===== src/design/u8v_pkg.sv =====
// u8v_pkg: shared types and constants for the utf-8 stream validator
// no dependencies; used by u8v_step, utf8_stream_validator and the bench
`default_nettype none

package u8v_pkg;

    // lead byte tags, compared against the top bits of a byte
    localparam logic [2:0] LEAD2_TAG = 3'b110;
    localparam logic [3:0] LEAD3_TAG = 4'b1110;
    localparam logic [4:0] LEAD4_TAG = 5'b11110;
    localparam logic [1:0] CONT_TAG  = 2'b10;

    // sequence length codes (length minus one)
    localparam logic [1:0] SEQ_NONE = 2'd0;
    localparam logic [1:0] SEQ_TWO  = 2'd1;
    localparam logic [1:0] SEQ_THREE = 2'd2;
    localparam logic [1:0] SEQ_FOUR = 2'd3;

    localparam int unsigned CP_W = 21;

    // smallest code point allowed for each sequence length
    localparam logic [CP_W-1:0] FLOOR_TWO   = 21'h00_0080;
    localparam logic [CP_W-1:0] FLOOR_THREE = 21'h00_0800;
    localparam logic [CP_W-1:0] FLOOR_FOUR  = 21'h01_0000;

    // per-string decoder state
    typedef struct packed {
        logic [1:0]      pending;   // continuation bytes still due
        logic [1:0]      seq_len;   // open sequence length minus one
        logic [CP_W-1:0] cp;        // code point bits gathered so far
        logic            err;       // sticky error for this string
    } t_dec_state;

endpackage

`default_nettype wire


===== src/design/u8v_byte_if.sv =====
// u8v_byte_if: valid/ready channel carrying one string byte per request
// no dependencies
`default_nettype none

interface u8v_byte_if;
    logic       valid;
    logic       ready;
    logic [7:0] data_byte;
    logic       final_byte;

    modport source (output valid, output data_byte, output final_byte, input ready);
    modport sink   (input valid, input data_byte, input final_byte, output ready);
endinterface

`default_nettype wire


===== src/design/u8v_verdict_if.sv =====
// u8v_verdict_if: valid/ready channel carrying one verdict per string
// no dependencies
`default_nettype none

interface u8v_verdict_if;
    logic valid;
    logic ready;
    logic string_valid;

    modport source (output valid, output string_valid, input ready);
    modport sink   (input valid, input string_valid, output ready);
endinterface

`default_nettype wire


===== src/design/u8v_step.sv =====
// u8v_step: next-state logic for one byte of the utf-8 decoder
// depends on u8v_pkg
`default_nettype none

module u8v_step (
    input  u8v_pkg::t_dec_state i_state,
    input  logic [7:0]          i_data_byte,
    input  logic                i_final_byte,
    output u8v_pkg::t_dec_state o_state,
    output logic                o_string_valid
);

    u8v_pkg::t_dec_state s;
    logic [u8v_pkg::CP_W-1:0] cp_shift;
    logic [u8v_pkg::CP_W-1:0] floor_value;

    always_comb begin
        s           = i_state;
        cp_shift    = {i_state.cp[u8v_pkg::CP_W-7:0], i_data_byte[5:0]};
        floor_value = u8v_pkg::FLOOR_FOUR;

        unique case (i_state.seq_len)
            u8v_pkg::SEQ_TWO:   floor_value = u8v_pkg::FLOOR_TWO;
            u8v_pkg::SEQ_THREE: floor_value = u8v_pkg::FLOOR_THREE;
            default:            floor_value = u8v_pkg::FLOOR_FOUR;
        endcase

        if (i_state.pending == 2'd0) begin
            // lead byte
            priority if (i_data_byte[7] == 1'b0) begin
                s = i_state;
            end else if (i_data_byte[7:5] == u8v_pkg::LEAD2_TAG) begin
                s.pending = 2'd1;
                s.seq_len = u8v_pkg::SEQ_TWO;
                s.cp      = {16'd0, i_data_byte[4:0]};
            end else if (i_data_byte[7:4] == u8v_pkg::LEAD3_TAG) begin
                s.pending = 2'd2;
                s.seq_len = u8v_pkg::SEQ_THREE;
                s.cp      = {17'd0, i_data_byte[3:0]};
            end else if (i_data_byte[7:3] == u8v_pkg::LEAD4_TAG) begin
                s.pending = 2'd3;
                s.seq_len = u8v_pkg::SEQ_FOUR;
                s.cp      = {18'd0, i_data_byte[2:0]};
            end else begin
                // stray continuation or 11111xxx
                s.err = 1'b1;
            end
        end else if (i_data_byte[7:6] != u8v_pkg::CONT_TAG) begin
            // broken sequence: drop it
            s.err     = 1'b1;
            s.pending = 2'd0;
            s.seq_len = u8v_pkg::SEQ_NONE;
            s.cp      = '0;
        end else if (i_state.pending == 2'd1) begin
            // last continuation: overlong check
            if (cp_shift < floor_value) begin
                s.err = 1'b1;
            end
            s.pending = 2'd0;
            s.seq_len = u8v_pkg::SEQ_NONE;
            s.cp      = '0;
        end else begin
            s.pending = i_state.pending - 2'd1;
            s.cp      = cp_shift;
        end

        // sticky error, or a truncated sequence at the end of the string
        o_string_valid = !(s.err || (s.pending != 2'd0));

        if (i_final_byte) begin
            o_state = '0;
        end else begin
            o_state = s;
        end
    end

endmodule

`default_nettype wire


===== src/design/utf8_stream_validator.sv =====
// utf8_stream_validator: streaming utf-8 well-formedness checker, top level
// depends on u8v_pkg, u8v_byte_if, u8v_verdict_if, u8v_step
//
//  channel    dir  fields                     per request
//  i_byte     in   data_byte[7:0], final_byte one byte of a string
//  o_verdict  out  string_valid               one verdict per string
//
// one byte per cycle sustained while no verdict stalls; a byte is registered
// in the input register on acceptance and decoded from there; a final byte
// also loads its verdict into the result register, which drives o_verdict.
// synchronous active-low reset clears the decoder state and both valid flags.
// a stalled verdict holds only final bytes in the input register; other bytes
// keep flowing, and one byte can wait in the input register meanwhile.
`default_nettype none

module utf8_stream_validator (
    input  wire                   i_clk,
    input  wire                   i_rst_n,
    u8v_byte_if.sink              i_byte,
    u8v_verdict_if.source         o_verdict
);

    // input register
    logic       r_in_valid;
    logic [7:0] r_in_byte;
    logic       r_in_final;

    // decoder state
    u8v_pkg::t_dec_state r_state;
    u8v_pkg::t_dec_state n_state;
    logic                step_valid;

    // result register
    logic r_out_valid;
    logic r_out_bit;

    logic out_free;
    logic stage_fire;
    logic in_take;

    // result slot is free if empty or being drained this cycle
    assign out_free   = !r_out_valid || o_verdict.ready;
    // non-final bytes never need the result slot
    assign stage_fire = r_in_valid && (!r_in_final || out_free);
    assign i_byte.ready = !r_in_valid || stage_fire;
    assign in_take    = i_byte.valid && i_byte.ready;

    u8v_step u_step (
        .i_state        (r_state),
        .i_data_byte    (r_in_byte),
        .i_final_byte   (r_in_final),
        .o_state        (n_state),
        .o_string_valid (step_valid)
    );

    // input register: valid is control, payload is loaded on take
    always_ff @(posedge i_clk) begin
        if (!i_rst_n) begin
            r_in_valid <= 1'b0;
        end else if (in_take) begin
            r_in_valid <= 1'b1;
        end else if (stage_fire) begin
            r_in_valid <= 1'b0;
        end
    end

    always_ff @(posedge i_clk) begin
        if (in_take) begin
            r_in_byte  <= i_byte.data_byte;
            r_in_final <= i_byte.final_byte;
        end
    end

    // decoder state advances once per decoded byte
    always_ff @(posedge i_clk) begin
        if (!i_rst_n) begin
            r_state <= '0;
        end else if (stage_fire) begin
            r_state <= n_state;
        end
    end

    // verdict register
    always_ff @(posedge i_clk) begin
        if (!i_rst_n) begin
            r_out_valid <= 1'b0;
        end else if (stage_fire && r_in_final) begin
            r_out_valid <= 1'b1;
        end else if (o_verdict.ready) begin
            r_out_valid <= 1'b0;
        end
    end

    always_ff @(posedge i_clk) begin
        if (stage_fire && r_in_final) begin
            r_out_bit <= step_valid;
        end
    end

    assign o_verdict.valid        = r_out_valid;
    assign o_verdict.string_valid = r_out_bit;

    // a final byte leaves the decoder clean for the next string
    a_final_clears: assert property (@(posedge i_clk) disable iff (!i_rst_n)
        (stage_fire && r_in_final) |=> (r_state == '0))
        else $error("decoder state not cleared after final byte");

    // an open sequence always has a length that covers what is pending
    a_pending_len: assert property (@(posedge i_clk) disable iff (!i_rst_n)
        (r_state.pending <= r_state.seq_len))
        else $error("pending count exceeds sequence length");

    // a verdict waiting on a stall is never overwritten
    a_verdict_safe: assert property (@(posedge i_clk) disable iff (!i_rst_n)
        (r_out_valid && !o_verdict.ready) |-> !(stage_fire && r_in_final))
        else $error("verdict overwritten while stalled");

    // a held byte is not lost while the decoder cannot take it
    a_byte_held: assert property (@(posedge i_clk) disable iff (!i_rst_n)
        (r_in_valid && !stage_fire) |=> r_in_valid)
        else $error("input byte dropped");

endmodule

`default_nettype wire


===== src/flat_wrapper.sv =====
// flat-port wrapper written by rule: the top's interface ports become plain ports
module utf8_stream_validator_flat 
  (i_clk, i_rst_n, i_byte_valid, i_byte_data_byte, i_byte_final_byte, i_byte_ready, o_verdict_valid, o_verdict_string_valid, o_verdict_ready);
  u8v_byte_if i_byte_i ();
  u8v_verdict_if o_verdict_i ();
  input  wire i_clk;
  input  wire i_rst_n;
  input wire logic [$bits(i_byte_i.valid)-1:0] i_byte_valid;
  input wire logic [$bits(i_byte_i.data_byte)-1:0] i_byte_data_byte;
  input wire logic [$bits(i_byte_i.final_byte)-1:0] i_byte_final_byte;
  output wire logic [$bits(i_byte_i.ready)-1:0] i_byte_ready;
  output wire logic [$bits(o_verdict_i.valid)-1:0] o_verdict_valid;
  output wire logic [$bits(o_verdict_i.string_valid)-1:0] o_verdict_string_valid;
  input wire logic [$bits(o_verdict_i.ready)-1:0] o_verdict_ready;
  assign i_byte_i.valid = i_byte_valid;
  assign i_byte_i.data_byte = i_byte_data_byte;
  assign i_byte_i.final_byte = i_byte_final_byte;
  assign i_byte_ready = i_byte_i.ready;
  assign o_verdict_valid = o_verdict_i.valid;
  assign o_verdict_string_valid = o_verdict_i.string_valid;
  assign o_verdict_i.ready = o_verdict_ready;
  utf8_stream_validator u_core (.i_clk(i_clk), .i_rst_n(i_rst_n), .i_byte(i_byte_i), .o_verdict(o_verdict_i));
endmodule

===== config.mk =====
export PLATFORM = sky130hd
export DESIGN_NAME = utf8_stream_validator_flat
export DESIGN_NICKNAME = d
export VERILOG_FILES = /design/src/design/u8v_pkg.sv /design/src/design/u8v_byte_if.sv /design/src/design/u8v_verdict_if.sv /design/src/design/u8v_step.sv /design/src/design/utf8_stream_validator.sv /design/src/flat_wrapper.sv
export SDC_FILE = /design/constraint.sdc
export NUM_CORES = 1
export LEC_CHECK = 0
export ABC_AREA = 1
export BUFFER_PORTS_ARGS = -buffer_cell sky130_fd_sc_hd__buf_4
export CORE_MARGIN = 5
export CORE_UTILIZATION = 35
export CTS_CLUSTER_DIAMETER = 30
export DETAILED_ROUTE_END_ITERATION = 16
export GPL_TIMING_DRIVEN = 1
export HOLD_SLACK_MARGIN = 0.05
export PLACE_DENSITY = 0.51
export SLEW_MARGIN = 30
export SYNTH_ARGS = -nofsm -noshare
export SYNTH_HDL_FRONTEND = slang
export SYNTH_HIERARCHICAL = 1
export SYNTH_SLANG_ARGS = --single-unit

===== constraint.sdc =====
create_clock -name i_clk -period 1.8 [get_ports i_clk]
set_input_delay 0.18 -clock i_clk [delete_from_list [all_inputs] [get_ports i_clk]]
set_output_delay 0.18 -clock i_clk [all_outputs]
set_load 0.02 [all_outputs]

# --- Word level (Yosys, flattened, before mapping) ---
# Cells that the tools add are included.
op_classes:
  reduce_logical: 18
  n_addsub: 1
  mux: 20
  magnitude_cmp: 1
  n_eq_ne: 9
ops:
  columns: ["cell", "count"]
  rows:
  - ["$mux W26", 4]
  - ["$mux W25", 3]
  - ["$pmux W17 S2", 1]
  - ["$lt A21 B17 Y1", 1]
  - ["$mux W21", 1]
  - ["$mux W1", 9]
  - ["$reduce_bool A2 Y1", 3]
  - ["$eq A5 B5 Y1 const B", 1]
  - ["$ne A5 B1 Y1 const B", 1]
  - ["$eq A2 B1 Y1 const B", 2]
  - ["$eq A4 B4 Y1 const B", 1]
  - ["$logic_not A1 Y1", 4]
  - ["$logic_or A1 B1 Y1", 4]
  - ["$mux W2", 2]
  - ["$reduce_and A4 Y1", 1]
  - ["$reduce_bool A4 Y1", 1]
  - ["$eq A3 B3 Y1 const B", 1]
  - ["$logic_and A1 B1 Y1", 3]
  - ["$ne A3 B1 Y1 const B", 1]
  - ["$reduce_and A3 Y1", 1]
  - ["$eq A2 B2 Y1 const B", 1]
  - ["$logic_not A2 Y1", 1]
  - ["$ne A2 B2 Y1 const B", 1]
  - ["$sub A2 B1 Y2 const B", 1]
word_totals:
  output_inout_bits: 3
  regBits: 32
  elab_cells: 58

# --- Depth between registers and ports, before layout ---
# Gate-level depths: netlist (run 1).
logic_depth:
  ltp_word: 10
  ltp_mapped: 17
  depth_no_buf: 17

# --- By module ---
# The synthesis (run 1) kept the hierarchy.
modules_own_cells:
  columns: ["module", "cells_each", "seq_area_each_um2", "area_per_inst_um2", "n_inst"]
  rows:
  - ["utf8_stream_validator", 195, 860.8, 1574.0, 1]
  - ["u8v_step", 161, 0.0, 917.1, 1]

# --- Worst setup path before layout (run 1) ---
# Ideal clock, no wire load.
synth_path:
  path_type: "flip-flop to flip-flop"
  startpoint: "register u_core/r_state[22] (netlist bit)"
  endpoint: "register u_core/r_state[0] (netlist bit)"
  path_stages_with_launch: 16
  path_buffers: 0
  synth_period_minus_slack_ps: 1652
  setup_slack_ps: 148
  arrival_ps: 1588
  required_time_ps: 1736
  cell_sequence: "dfxtp_1 > inv_1 > ha_1 > inv_1 > ha_1 > nor2_1 > nand2_1 > nor3_1 > nand2_1 > nand2_1 > nand2_1 > a21oi_1 > inv_1 > nand3_1 > nand2_1 > nor2_1"
synth_rtl:
  columns: ["element", "line_no", "source"]
  rows:
  - ["from (decl)", "utf8_stream_validator.sv:29", "u8v_pkg::t_dec_state r_state;"]
  - ["from (signal assigned)", "utf8_stream_validator.sv:79", "r_state <= n_state;"]

==> results.cfg, run 1 <==
[timing]
worst_slew_pin_slew_ps = 435
fin_skew_ps = 6.65
rsz0062_at_grt = yes
finalCritPeriodShare_pct = 93.3
slew_headroom_pct = 71.0
final_hold_viol_count = 0
setup_viol = 0
maxSlewViolCount = 0
fin_setup_tns_ps = 0
holdWs_ps = 60.3
period_needed_ps = 1680
timing.fmax_mhz = 595

[route]
wl_um = 5070
drc_errors = 0
drtAntennaViolNets = 0
drtIter0Drc = 171
via_per_inst = 4.92
detail_route.wl_per_cell_um = 13.0
firstDrtPassIters = 4
num_vias = 1914

[worst_setup_path]
arrival_ps = 1910
start_kind = flop
crit_fanout = 2
r2r_slack_ps = 120
critical_path_class = reg -> reg
cp.required_ps = 2030
end_kind = flop

[yosys]
syn-num-nets = 321
yosys_warnings = 6
syn-instance-count = 302
syn_area_per_cell_um2 = 7.11
syn_area_um2 = 2150

[global_routing]
antenna_found_initial = 0
grt_pass1_vias = 1765
grt_start_max_net_pins = 43
track_usage_pct = 14.0
grt_pass1_wl_um = 8500
gr-total-overflow = 0

[power_and_ir_drop]
ir_worst_vdd_v = 0.000346
power.density_nw_per_um2 = 790
p_leak_nw = 1.03

[outcome]
status = complete, no violations

[finish]
nets = 332
post-route-util_pct = 40.9
multi_input_area_um2 = 1060
drive_above_1_share_pct = 17.8
num-fill-cells = 646
area.sequential_um2 = 743
area_delta_synth_final_pct = 13.5
diodes = 0
final_design_area_no_fill_um2 = 2430

[cts]
clk_latency_ps = 290
cts_sinks = 32
clock_path_buffers = 2
cts_root_buffer = clkbuf_8
cts_tree = built
cts_buffers = 5
path_clk_slew_ps = 70
cts.htree.levels = 2

[floorplanning]
die_area_um2 = 7800
num_io_pins = 16
core_um2 = 5960
row_count = 28
initial_utilization_pct = 36.0
die_w_um = 88.3
die_h_um = 88.3

[flow_run]
drv_cap = 0

[placement]
port_buffers = 15
post_dp_cell_area_um2 = 2230
hpwl_um = 3230
place.gp.congestion = 0.823

[hold_path]
hp-class = in -> reg
placed cells by master (no fill, tap or decap), drive strengths merged, types with 2 or more instances in the layout:
master and n:
clkbuf 6, nor2 35, nand4 11, a21boi 2, nor3 5, a21oi 42, o21ai 3, inv 45
edfxtp 10, buf 28, nand3 40, nand2 46, dlygate4sd3 4, ha 6, dfxtp 22
per-layer routing:
| metal | global-route usage [%] | up-vias | part of all wire, % |
|---|---|---|---|
| met5 | 0 | - | 0 |
| met4 | 5.36 | 0 | 1.5 |
| met3 | 2.89 | 6 | 3.2 |
| met2 | 21.6 | 31 | 45 |
| met1 | 19.2 | 875 | 50 |
| li1 | - | 1002 | - |
worst paths after layout:
kind	cells past startpoint	from	to
worst max-delay path	15	u_core/r_state[22]$_SDFFE_PN0P_	u_core/r_state[0]$_SDFFE_PN0P_
worst min register to register	2	u_core/r_state[0]$_SDFFE_PN0P_	u_core/r_state[0]$_SDFFE_PN0P_
worst min-delay path	1	i_byte_data_byte[4]	u_core/r_in_byte[4]$_DFFE_PP_
worst max register to register	15	u_core/r_state[22]$_SDFFE_PN0P_	u_core/r_state[0]$_SDFFE_PN0P_
layout make-up:
type                    count  area share (%)
repair buffers             32            10.8
multi-input cells         197            43.4
clock buffers               6            2.98
flip-flops and latches     32            30.5
well taps                  75            3.85
inverters                  45            7.04
clock inverters             2            1.44
through the flow:
step | setup WS [ps] | power (mW) | cells
6_report | 120 | 1.92 | 389
5_1_grt | -32.0 | 2.04 | 389
4_1_cts | 65.8 | 1.94 | 386
3_5_place_dp | 94.0 | 1.21 | 374
3_3_place_gp | 117 | 1.21 | 374
2_1_floorplan | 150 | 1.13 | 302
registers in the layout (all words and copies together), names as in the netlist:
register,cells
u_core/r_state,20
u_core/r_in_byte,8
u_core/o_verdict.string_valid,1
u_core/o_verdict.valid,1
u_core/r_in_final,1
u_core/r_in_valid,1
critical path, cell delays in order (launching register included):
cell     delay [ps]
dfxtp_2         330
inv_2            50
ha_4            250
inv_1            30
ha_1            160
nor2_1           80
nand2_1          60
nor3_2          100
nand2_1          60
nand2_1          60
nand2_2          50
a21oi_2         110
inv_1            50
nand3_1          70
nand2_1          50
nor2_1           90
power breakdown:
| group | internal (mW) | total (mW) | switching [mW] | leakage [nW] |
|---|---|---|---|---|
| clock network | 0.411 | 0.702 | 0.291 | 0.0552 |
| logic | 0.164 | 0.389 | 0.224 | 0.698 |
| registers | 0.791 | 0.832 | 0.0407 | 0.279 |
| total | 1.37 | 1.92 | 0.556 | 1.03 |
what timing repair did:
item	4_1_cts	5_1_grt
gates resized for setup	0	11
buffers inserted	0	3
endpoints found under the hold margin	4	0
hold buffers	4	0
endpoints found under the setup margin	0	12
(Power assumes the default switching activity.)
==> run 2: changes to the inputs <==
REMOVE_ABC_BUFFERS = 1   (was unset)
==> run 2 against run 1 <==
Against the previous run: clock skew down 2.7 ps; final cell count decreased by 1.5%; non-clock buffer count fell by 6; sequential share of layout area increased by 0.92 points; via count rose by 1.8%; maximum frequency fell by 0.46%; cell area down 2.8%; count of clock-buffer cells in the layout grew 2; combinational power decreased by 6.7%; sequential cell count stayed put; sequential power increased by 0.7%; hold slack gained 3.8 ps; largest cell class unchanged.
==> results.cfg, run 2 (synthesis results as in run 1) <==
[cts]
post_cts_buffers = 0
path_clk_slew_ps = 70
cts_tree = built
cts_root_buffer = clkbuf_8
holdBufCountCts = 0
cts_buffers = 5
cts_sinks = 32
clk_latency_ps = 290
cts.htree.levels = 2
clock_path_buffers = 2

[placement]
place.gp.congestion = 0.776
hpwl_um = 3320
port_buffers = 15
dp.cells = 375
post_dp_cell_area_um2 = 2230
pre_cts_slack_ps = 54.7

[timing]
holdWs_ps = 64.1
timing.fmax_mhz = 593
fin_skew_ps = 3.91
fin_setup_tns_ps = 0
setup_viol = 0
maxSlewViolCount = 0
worst_slew_pin_slew_ps = 347
finalCritPeriodShare_pct = 93.7
rsz0062_at_grt = yes
setup_slack_ps = 113
final_hold_viol_count = 0
period_needed_ps = 1690
slew_headroom_pct = 76.8

[worst_setup_path]
reg2reg_to = u_core/r_state[0]$_SDFFE_PN0P_
critical_path_class = reg -> reg
end_kind = flop
reg2reg_from = u_core/r_state[22]$_SDFFE_PN0P_
path_cells = inv_2 -> ha_4 -> inv_2 -> ha_4 -> nor2_1 -> nand2_1 -> nor3_2 -> nand2_1 -> nand2_1 -> nand2_1 -> a21oi_1 -> inv_1 -> nand3_1 -> nand2_1 -> nor2_1
r2r.worst_path.cells = 15
cpMaxStageDelayCell = dfxtp_2
cpPeakStageDelay_ps = 340
start_kind = flop
cp.required_ps = 2030
crit_top_cell = nand2_1
crit_fanout = 2
arrival_ps = 1920
r2r_slack_ps = 110

[route]
drtIter0Drc = 121
firstDrtPassIters = 4
drtAntennaViolNets = 0
wl_um = 5040
detail_route.wl_per_cell_um = 13.2
via_per_inst = 5.09
num_vias = 1949
drc_errors = 0

[finish]
drive_above_1_share_pct = 17.5
area.sequential_um2 = 744
layout_common_cells = nand2_1 (45), inv_1 (42), a21oi_1 (42)
largest_reg_flops = 20
finalNonFillerCells = 383
multi_input_area_um2 = 1060
largest-register = u_core/r_state
final_design_area_no_fill_um2 = 2370
final_common_cell = nand2_1
diodes = 0
area_delta_synth_final_pct = 10.3
num-fill-cells = 653
reg_top3 = u_core/r_state (20), u_core/r_in_byte (8)
nets = 326

[hold_path]
hp-class = in -> reg
hp-start = i_byte_data_byte[5]
min_to = u_core/r_in_byte[5]$_DFFE_PP_
hold_depth = 1

[floorplanning]
num_io_pins = 16
die_area_um2 = 7800
die_h_um = 88.3
row_count = 28
die_w_um = 88.3
initial_utilization_pct = 36.0
core_um2 = 5960

[global_routing]
gr-total-overflow = 0
grt_pass1_wl_um = 8780
grt_pass1_vias = 1889
antenna_found_initial = 0
grt_start_max_net_pins = 27
track_usage_pct = 14.5

[power_and_ir_drop]
power.density_nw_per_um2 = 771
p_leak_nw = 0.995
ir_worst_vdd_v = 0.000483

[outcome]
status = complete, no violations

[flow_run]
drv_cap = 0
[run 2: layout make-up]
type | instances | area share (%)
multi-input cells | 197 | 44.8
flip-flops and latches | 32 | 31.4
repair buffers | 26 | 8.25
inverters | 45 | 7.35
clock buffers | 8 | 4.23
well taps | 75 | 3.96
[run 2: through the flow]
stage	util (%)	power [mW]
2_1_floorplan	-	1.08
3_3_place_gp	37.4	1.20
3_5_place_dp	37.4	1.20
4_1_cts	39.1	1.84
5_1_grt	39.7	1.93
6_report	39.7	1.83
[run 2: worst max path at each step]
stage / startpoint / to / depth (start not counted)
final: u_core/r_state[22]$_SDFFE_PN0P_ / u_core/r_state[0]$_SDFFE_PN0P_ / 15
after global routing: u_core/r_state[22]$_SDFFE_PN0P_ / u_core/r_state[0]$_SDFFE_PN0P_ / 15
after CTS: u_core/r_state[22]$_SDFFE_PN0P_ / u_core/r_state[0]$_SDFFE_PN0P_ / 15
after detailed placement: u_core/r_state[22]$_SDFFE_PN0P_ / u_core/r_state[0]$_SDFFE_PN0P_ / 15
after global placement: u_core/r_state[22]$_SDFFE_PN0P_ / u_core/r_state[0]$_SDFFE_PN0P_ / 15
after floorplan: u_core/r_in_valid$_SDFFE_PN0P_ / u_core/r_in_byte[0]$_DFFE_PP_ / 3
[run 2: worst max-delay path, delay by kind of cell, from the launching register on]
kind	cells	cell delay [ps]
fa+ha+maj	2	390
compound gates	1	120
flops	1	340
buf+inv	3	140
simple gates	9	640
[run 2: report_power, final]
| group | switching (mW) | internal [mW] | leakage, nW |
|---|---|---|---|
| sequential | 0.0461 | 0.792 | 0.280 |
| combinational | 0.215 | 0.148 | 0.664 |
| clock | 0.276 | 0.349 | 0.0515 |
| total | 0.537 | 1.29 | 0.995 |
[run 2: per-layer routing]
| layer | up-vias | part of all wire [%] | GRT usage, % |
|---|---|---|---|
| met3 | 11 | 3.9 | 3.17 |
| met5 | - | 0 | 0 |
| li1 | 993 | - | - |
| met4 | 0 | 2.6 | 6.59 |
| met2 | 43 | 46 | 23.0 |
| met1 | 902 | 48 | 18.8 |
[run 2: what timing repair did]
action,4_1_cts,5_1_grt
endpoints found under the hold margin,0,0
endpoints found under the setup margin,0,9
resized for setup,0,12
==> run 3: changes to the inputs <==
clock period = 1.88 ns   (was 1.8 ns; I/O delays follow)
==> run 3 against run 2 <==
Against the previous run: utilization shrank 0.71 points; sequential power decreased by 4.5%; register-to-register slack improved by 30 ps; global-route usage down 0.50 points; first-iteration DRC count shrank 21%; critical path type unchanged; largest cell class unchanged.
==> results.cfg, run 3 (synthesis results as in run 1) <==
[timing]
rsz0062_at_grt = yes
fin_skew_ps = 10.7
fin_setup_tns_ps = 0
final_hold_viol_count = 0
slew_headroom_pct = 69.2
setup_viol = 0
finalCritPeriodShare_pct = 92.3
maxSlewViolCount = 0
timing.fmax_mhz = 577
setup_slack_ps = 146
worst_slew_pin_slew_ps = 462
period_needed_ps = 1730

[worst_setup_path]
crit_top_cell = nand2_1
path_delay_family = simple AND/OR/NAND/NOR gates
cpMaxStageDelayCell = dfxtp_2
end_kind = flop
path_cells = inv_2 -> ha_4 -> inv_2 -> ha_4 -> nor2_1 -> nand2_1 -> nor3_2 -> nand2_1 -> nand2_1 -> nand2_2 -> a21oi_2 -> inv_1 -> nand3_1 -> nand2_1 -> nor2_1
crit_fanout = 4
cpPeakStageDelay_ps = 360
critical_path_class = reg -> reg
worst-path-buf-inv = 3
start_kind = flop
arrival_ps = 1960
cp.required_ps = 2110

[global_routing]
grt_start_max_net_pins = 43
grt_pass1_wl_um = 8590
antenna_found_initial = 0
gr-total-overflow = 0
track_usage_pct = 14.0
grt_pass1_vias = 1816

[outcome]
status = complete, no violations

[cts]
cts_root_buffer = clkbuf_8
cts_sinks = 32
clock_path_buffers = 2
path_clk_slew_ps = 70
cts_buffers = 5
cts.htree.levels = 2
clk_latency_ps = 290
cts_resized = 0
cts_tree = built
post_cts_buffers = 0
holdBufCountCts = 0

[finish]
largest_reg_flops = 20
final_common_cell = nand2_1
largest-register = u_core/r_state
area.sequential_um2 = 742
post-route-util_pct = 39.0
reg_top3 = u_core/r_state (20), u_core/r_in_byte (8)
finalNonFillerCells = 380
multi_input_area_um2 = 1070
drive_above_1_share_pct = 16.1
nets = 323
diodes = 0
layout_common_cells = nand2_1 (44), inv_1 (42), a21oi_1 (41)
num-fill-cells = 680
area_delta_synth_final_pct = 8.34

[floorplanning]
die_area_um2 = 7800
initial_utilization_pct = 36.0
die_w_um = 88.3
die_h_um = 88.3
num_io_pins = 16
row_count = 28
core_um2 = 5960

[power_and_ir_drop]
swShare_pct = 30.7
pwr-share-comb_pct = 20.9
ir_worst_vdd_v = 0.000352
intPower_mw = 1.16
power.share.sequential_pct = 47.9
power.density_nw_per_um2 = 718
p_clk_share_pct = 31.2
p_switching_uw = 513
p_leak_nw = 0.969
power_mw = 1.67

[placement]
port_buffers = 15
dp.cells = 372
place.gp.congestion = 0.776
hpwl_um = 3130
pre_cts_slack_ps = 50.6

[flow_run]
drv_cap = 0

[route]
num_vias = 1887
drc_errors = 0
drtAntennaViolNets = 0
via_per_inst = 4.97
drtIter0Drc = 96
detail_route.wl_per_cell_um = 13.1
wl_um = 4980
firstDrtPassIters = 4

[hold_path]
hp-class = in -> reg
==> run 3: cell count changes in the layout (fill, tap and decap cells not counted), sizes merged <==
cell	previous run	this run
buf	26	23
clkbuf	8	7
clkinv	1	2
==> run 3: routing by layer <==
| metal | vias up | track usage [%] | wire length (um) | part of all wire [%] |
|---|---|---|---|---|
| met1 | 863 | 17.5 | 2400 | 48 |
| li1 | 984 | - | - | - |
| met4 | 0 | 4.67 | 50 | 1.0 |
| met3 | 6 | 2.79 | 168 | 3.4 |
| met5 | - | 0 | 0 | 0 |
| met2 | 34 | 24.1 | 2360 | 47 |
==> run 3: area by class of cell <==
class                      instances  share of cell area, %
multi-input combinational        197                   45.9
sequential                        32                   31.9
timing repair buffer              23                   7.43
inverter                          45                   7.32
tap                               75                   4.04
clock buffer                       7                   3.28
clock inverter                     1                  0.161
==> run 3: power groups by stage <==
stage	clock network (mW)	registers, mW	logic, mW
global placement	0	0.813	0.336
finish	0.520	0.800	0.349
CTS	0.538	0.798	0.340
global route	0.566	0.805	0.400
floorplan	0	0.817	0.220
detailed placement	0	0.813	0.338
==> run 3: stage by stage <==
stage	hold slack, ps	area (um2)
after CTS	67.1	2290
after global placement	366	2210
after floorplan	286	1940
after global routing	66.5	2320
final	72.3	2320
after detailed placement	367	2210
==> run 3: worst reg2reg max path: stages, from the launching register on <==
cell,delay (ps)
dfxtp_2,360
inv_2,60
ha_4,250
inv_2,40
ha_4,140
nor2_1,80
nand2_1,70
nor3_2,110
nand2_1,70
nand2_1,60
nand2_2,60
a21oi_2,110
inv_1,40
nand3_1,70
nand2_1,60
nor2_1,90
==> run 3: worst paths after layout <==
kind         cells past startpoint                               to  slack [ps]                             from
min                              1    u_core/r_in_byte[7]$_DFFE_PP_          70              i_byte_data_byte[7]
max                             15   u_core/r_state[0]$_SDFFE_PN0P_         150  u_core/r_state[22]$_SDFFE_PN0P_
min reg2reg                      2  u_core/r_state[25]$_SDFFE_PN0P_         490  u_core/r_state[25]$_SDFFE_PN0P_
max reg2reg                     15   u_core/r_state[0]$_SDFFE_PN0P_         150  u_core/r_state[22]$_SDFFE_PN0P_
